`src/design/v2au_pkg.sv`:
```
// Shared types, constants and the arctangent table of the 2D vector unit.
`timescale 1ns / 1ps
package v2au_pkg;

    typedef enum logic [2:0] {
        OP_ADD    = 3'd0,
        OP_SUB    = 3'd1,
        OP_NEG    = 3'd2,
        OP_SCALE  = 3'd3,
        OP_LENGTH = 3'd4,
        OP_ROTATE = 3'd5
    } op_t;

    localparam int XW     = 40;   // CORDIC vector width incl. guard bits
    localparam int ZW     = 34;   // residual angle width
    localparam int VW     = 49;   // pre-clamp result width
    localparam int GUARD  = 4;
    localparam int NCELLS = 32;   // one square-root bit per cell
    localparam logic signed [24:0] GAIN_INV = 25'sd10188012;

    typedef struct packed {
        op_t                   op;
        logic signed [XW-1:0]  x;
        logic signed [XW-1:0]  y;
        logic signed [ZW-1:0]  z;
        logic [63:0]           n;
        logic [63:0]           r;
        logic signed [31:0]    bx;
        logic signed [31:0]    by;
    } stage_t;

    typedef struct packed {
        logic signed [VW-1:0]  vx;
        logic signed [VW-1:0]  vy;
        logic signed [31:0]    bx;
        logic signed [31:0]    by;
    } fin_t;

    // arctangent of 2^-k in units of 2^-32 turn
    function automatic logic [31:0] atan_turn(input logic [4:0] k);
        logic [31:0] a;
        case (k)
            5'd0:  a = 32'h20000000;
            5'd1:  a = 32'h12E4051E;
            5'd2:  a = 32'h09FB385B;
            5'd3:  a = 32'h051111D4;
            5'd4:  a = 32'h028B0D43;
            5'd5:  a = 32'h0145D7E1;
            5'd6:  a = 32'h00A2F61E;
            5'd7:  a = 32'h00517C55;
            5'd8:  a = 32'h0028BE53;
            5'd9:  a = 32'h00145F2F;
            5'd10: a = 32'h000A2F98;
            5'd11: a = 32'h000517CC;
            5'd12: a = 32'h00028BE6;
            5'd13: a = 32'h000145F3;
            5'd14: a = 32'h0000A2FA;
            5'd15: a = 32'h0000517D;
            5'd16: a = 32'h000028BE;
            5'd17: a = 32'h0000145F;
            5'd18: a = 32'h00000A30;
            5'd19: a = 32'h00000518;
            5'd20: a = 32'h0000028C;
            5'd21: a = 32'h00000146;
            5'd22: a = 32'h000000A3;
            5'd23: a = 32'h00000051;
            5'd24: a = 32'h00000029;
            5'd25: a = 32'h00000014;
            5'd26: a = 32'h0000000A;
            5'd27: a = 32'h00000005;
            5'd28: a = 32'h00000003;
            5'd29: a = 32'h00000001;
            5'd30: a = 32'h00000001;
            default: a = 32'h00000000;
        endcase
        return a;
    endfunction

endpackage

```
`src/design/v2au_post.sv`:
```
// Output stages: gain removal, rounding, center add-back and clamp.
`timescale 1ns / 1ps
module v2au_post
    import v2au_pkg::*;
(
    input  logic         clk,
    input  logic         rst_n,
    input  logic         in_valid,
    output logic         in_ready,
    input  stage_t       in_data,
    output logic         out_valid,
    input  logic         out_ready,
    output logic [63:0]  out_xy,
    output logic         out_sat
);

    localparam logic signed [64:0] HALF28 = 65'sd134217728;
    localparam logic signed [63:0] HALF16 = 64'sd32768;

    logic               v1_reg, v2_reg, rdy1, rdy2;
    fin_t               f_reg, f_next;
    logic [63:0]        xy_reg, xy_next;
    logic               sat_reg, sat_next;
    logic signed [64:0] gx, gy;
    logic signed [63:0] px, py;
    logic [63:0]        rr;
    logic signed [VW-1:0] sx, sy;
    logic               ovx_p, ovx_n, ovy_p, ovy_n;

    assign gx = in_data.x * GAIN_INV;
    assign gy = in_data.y * GAIN_INV;
    assign px = $signed(in_data.n) + HALF16;
    assign py = $signed(in_data.r) + HALF16;
    assign rr = in_data.r + 64'(in_data.n > in_data.r);

    always_comb
    begin
        f_next = '0;
        case (in_data.op)
            OP_ADD, OP_SUB, OP_NEG:
            begin
                f_next.vx = VW'(in_data.x);
                f_next.vy = VW'(in_data.y);
            end
            OP_SCALE:
            begin
                f_next.vx = VW'(px >>> 16);
                f_next.vy = VW'(py >>> 16);
            end
            OP_LENGTH:
                f_next.vx = $signed({1'b0, rr[VW-2:0]});
            OP_ROTATE:
            begin
                f_next.vx = VW'((gx + HALF28) >>> 28);
                f_next.vy = VW'((gy + HALF28) >>> 28);
                f_next.bx = in_data.bx;
                f_next.by = in_data.by;
            end
            default: ;
        endcase
    end

    assign sx    = f_reg.vx + VW'(f_reg.bx);
    assign sy    = f_reg.vy + VW'(f_reg.by);
    assign ovx_p = !sx[VW-1] && (|sx[VW-2:31]);
    assign ovx_n = sx[VW-1] && !(&sx[VW-2:31]);
    assign ovy_p = !sy[VW-1] && (|sy[VW-2:31]);
    assign ovy_n = sy[VW-1] && !(&sy[VW-2:31]);

    always_comb
    begin
        xy_next[31:0]  = ovx_p ? 32'h7FFFFFFF : (ovx_n ? 32'h80000000 : sx[31:0]);
        xy_next[63:32] = ovy_p ? 32'h7FFFFFFF : (ovy_n ? 32'h80000000 : sy[31:0]);
        sat_next       = ovx_p || ovx_n || ovy_p || ovy_n;
    end

    assign rdy2     = !v2_reg || out_ready;
    assign rdy1     = !v1_reg || rdy2;
    assign in_ready = rdy1;

    always_ff @(posedge clk or negedge rst_n)
    begin
        if (!rst_n)
        begin
            v1_reg <= 1'b0;
            v2_reg <= 1'b0;
        end
        else
        begin
            if (rdy1)
                v1_reg <= in_valid;
            if (rdy2)
                v2_reg <= v1_reg;
        end
    end

    always_ff @(posedge clk)
    begin
        if (rdy1 && in_valid)
            f_reg <= f_next;
        if (rdy2 && v1_reg)
        begin
            xy_reg  <= xy_next;
            sat_reg <= sat_next;
        end
    end

    assign out_valid = v2_reg;
    assign out_xy    = xy_reg;
    assign out_sat   = sat_reg;

endmodule

```
`config.mk`:
```
export PLATFORM = sky130hd
export DESIGN_NAME = v2au_post
export DESIGN_NICKNAME = d
export VERILOG_FILES = /design/src/design/v2au_pkg.sv /design/src/design/v2au_post.sv
export SDC_FILE = /design/constraint.sdc
export NUM_CORES = 2
export LEC_CHECK = 0
export BUFFER_PORTS_ARGS = -buffer_cell sky130_fd_sc_hd__buf_2
export CORE_MARGIN = 2
export CORE_UTILIZATION = 55
export CTS_BUF_LIST = sky130_fd_sc_hd__clkbuf_2
export CTS_CLUSTER_DIAMETER = 80
export CTS_CLUSTER_SIZE = 10
export DETAILED_ROUTE_END_ITERATION = 16
export PLACE_DENSITY = 0.76
export SETUP_SLACK_MARGIN = 0.05
export SYNTH_ARGS = -nofsm -noshare
export SYNTH_HDL_FRONTEND = slang
export SYNTH_SLANG_ARGS = --single-unit
```
`constraint.sdc`:
```
create_clock -name clk -period 4.5 [get_ports clk]
set_clock_uncertainty 0.2 [all_clocks]
set_input_delay 0.9 -clock clk [delete_from_list [all_inputs] [get_ports clk]]
set_output_delay 0.9 -clock clk [all_outputs]
set_load 0.1 [all_outputs]
```
==> summary.md <==
| Metric | Value |
|---|---|
| Outcome | `finished with violations` |
| Violated checks | `setup timing` |
| Cell variety after synth | `128` |
| Gate count after technology mapping | `6,622` |
| Crit Path Max Fanout | `5` |
| Vias | `56.3k` |
| Die area | `112,000 um2` |
| Root buf cell | `clkbuf_2` |
| Setup WS post-layout | `-3.19 ns` |
| Area Overhead vs Synth | `36.6%` |
| WP data required | `5.08 ns` |
| Crit Path Class | `in -> reg` |
| Initial antenna violation count | `37` |
| Non-Filler Instances | `9,928` |
| DRT antenna net count | `0` |
| Finished Cell Area | `82,400 um2` |
| Number of flip-flops in the largest register | `161` |
| Core area | `109,000 um2` |
| Final setup viols | `128` |
| Wire length per cell | `22.8 um` |
| TritonCTS Buffers | `26` |
| Largest net degree at the start of global routing | `73` |
| Drt total wl | `226,000 um` |
| Synth top area share | `0.301` |
| Vias in the first global route | `57.5k` |
| Slowest CP cell | `fa_1` |
| Mean Syn Cell Area | `9.11 um2` |
| Cell with the most instances after synthesis | `inv_1` |
| Initial Utilization | `0.554` |
| Clock Pin Slew Worst Setup and Hold Paths | `0.24 ns` |
| I/O pin cnt | `380` |
| Total track usage | `0.393` |
| Unrepaired setup endpoints after global routing | `true` |
| Die height | `335 um` |
| Final hold violations | `0` |
| Chip width | `335 um` |
| Post-Syn Nets | `8,685` |
| Startpoint Class | `primary input` |
| Crit path buf inv count | `12` |
| Gpl congestion | `1.04` |
| Min Tclk post-route | `7.69 ns` |
| Slew Viols, Final | `0` |
| Placed cell area | `75,600 um2` |
| H-tree levels | `1` |
| Hold Path Class | `in -> reg` |
| CP top delay family | `adder cells` |
| Port-buffer cells | `345` |
| Crit path DAT | `8.27 ns` |
| Top FF cell, synth | `edfxtp_1` |
| Clk Latency, worst-skew pair | `1.03 ns` |
| Layout cells sized above 1 | `0.326` |
| Clock sinks | `228` |
| MaxCap Viol Count | `0` |
| Top post-synthesis cells by count | `inv_1, fa_1, ha_1, a21oi_1, nand2_1` |
| Fmax | `130 MHz` |
| Post-synth EDFFs | `226` |
| Vias/cell | `5.67` |
| Register-to-register setup slack | `-0.23 ns` |
| Asr flop ratio synth | `0.00877` |
| Synth area leader | `fa_1` |
| Final HPWL DP | `191,000 um` |
| Yosys warns | `0` |
| Final worst-path cycle share | `1.71` |
| # rows | `121` |
| Iter 0 DRT Violations | `5,061` |
| Post-synthesis sequential area ratio | `0.113` |
| First-pass GRT wire length | `336,000 um` |
| Critical Path Sink Type | `register` |
| Setup TNS | `-280.14 ns` |
| Post-route DRC | `0` |
| Final Util | `0.757` |
| Worst Tran Pin Value | `1.00 ns` |
| Placed Instances | `9,619` |
| Top post-synthesis cells by area | `fa_1, ha_1, edfxtp_1` |
| Mapped Area | `60,300 um2` |
| Router iterations before antenna repair | `6` |
| Clock Tree Buf Depth | `3` |
| Global route overflow | `0` |
| Synthesized flop and latch total | `228` |
| CP max stage delay | `0.56 ns` |
| Relative slew slack | `0.333` |
| CTS tree | `built` |
| Nets | `10.5k` |
## worst paths after layout
check                              from    endpoint  depth (start not counted)
min                         in_data[61]   f_reg[61]                          2
min in group asynchronous         rst_n   out_valid                          3
max in group asynchronous         rst_n      v1_reg                          3
max                        in_data[283]  f_reg[141]                         32
min reg2reg                      v1_reg   out_valid                          1
max reg2reg                   f_reg[64]  out_xy[53]                         16
## stage by stage
step	worst slack (ns)	hold slack, ns
after floorplan	-3.57	0.249
after CTS	-3.05	0.0103
after global routing	-3.36	0.0463
after global placement	-4.24	0.267
after detailed placement	-4.34	0.286
final	-3.19	0.0833
## layout by cell type (no fill, tap or decap), types with 33 or more instances in the layout
master / instances
nand3_1: 97
o21a_1: 35
a21oi_1: 316
ha_4: 140
clkbuf_2: 40
and2_1: 86
and3_1: 55
xor2_1: 122
edfxtp_1: 226
nor3_1: 66
nor2_1: 272
nand4_1: 111
o21ai_0: 130
inv_2: 79
xnor2_1: 192
buf_4: 1407
dlygate4sd3_1: 67
o211ai_1: 34
fa_2: 52
inv_1: 1496
nand2_1: 311
a21o_1: 154
buf_2: 293
buf_12: 34
fa_1: 854
nand2b_1: 33
ha_1: 687
xnor2_2: 34
a21oi_2: 38
nor2b_1: 44
buf_6: 141
o21ai_2: 36
## final cells by class
class | instances | area (um2)
Antenna cell | 17 | 42.5
Clock buffer | 40 | 200
Fill cell | 7659 | 26400
Inverter | 1577 | 5920
Multi-Input combinational cell | 4692 | 52400
Sequential cell | 228 | 6840
Tap cell | 1414 | 1770
Timing Repair Buffer | 1960 | 15300
## repair_timing
action,CTS,global route
cloned,2,6
endpoints found under the setup margin,160,160
resized for setup,541,427
hold buffers,67,0
setup buffers,121,84
endpoints found under the hold margin,66,0
pin swaps,341,258
## routing by layer
metal  vias to the layer above  track usage  part of all wire
met5                         -            0            0.0014
met4                        42        0.121             0.038
met3                       519       0.0824             0.097
met2                      2502        0.611              0.45
met1                     27800        0.550              0.42
li1                      25400            -                 -
## cell families after synthesis
logic type | synth area share
and+or+nand+nor | 0.119
AOI/OAI and AO/OA | 0.124
buffers and inverters | 0.107
xor gates and xnor gates | 0.0580
muxes | 0.00373
DFF | 0.113
adders and majority gates | 0.476
Power is left out: the tool's default activity adds up to more than one toggle a clock period on the data nets, which glitch-free logic cannot reach.
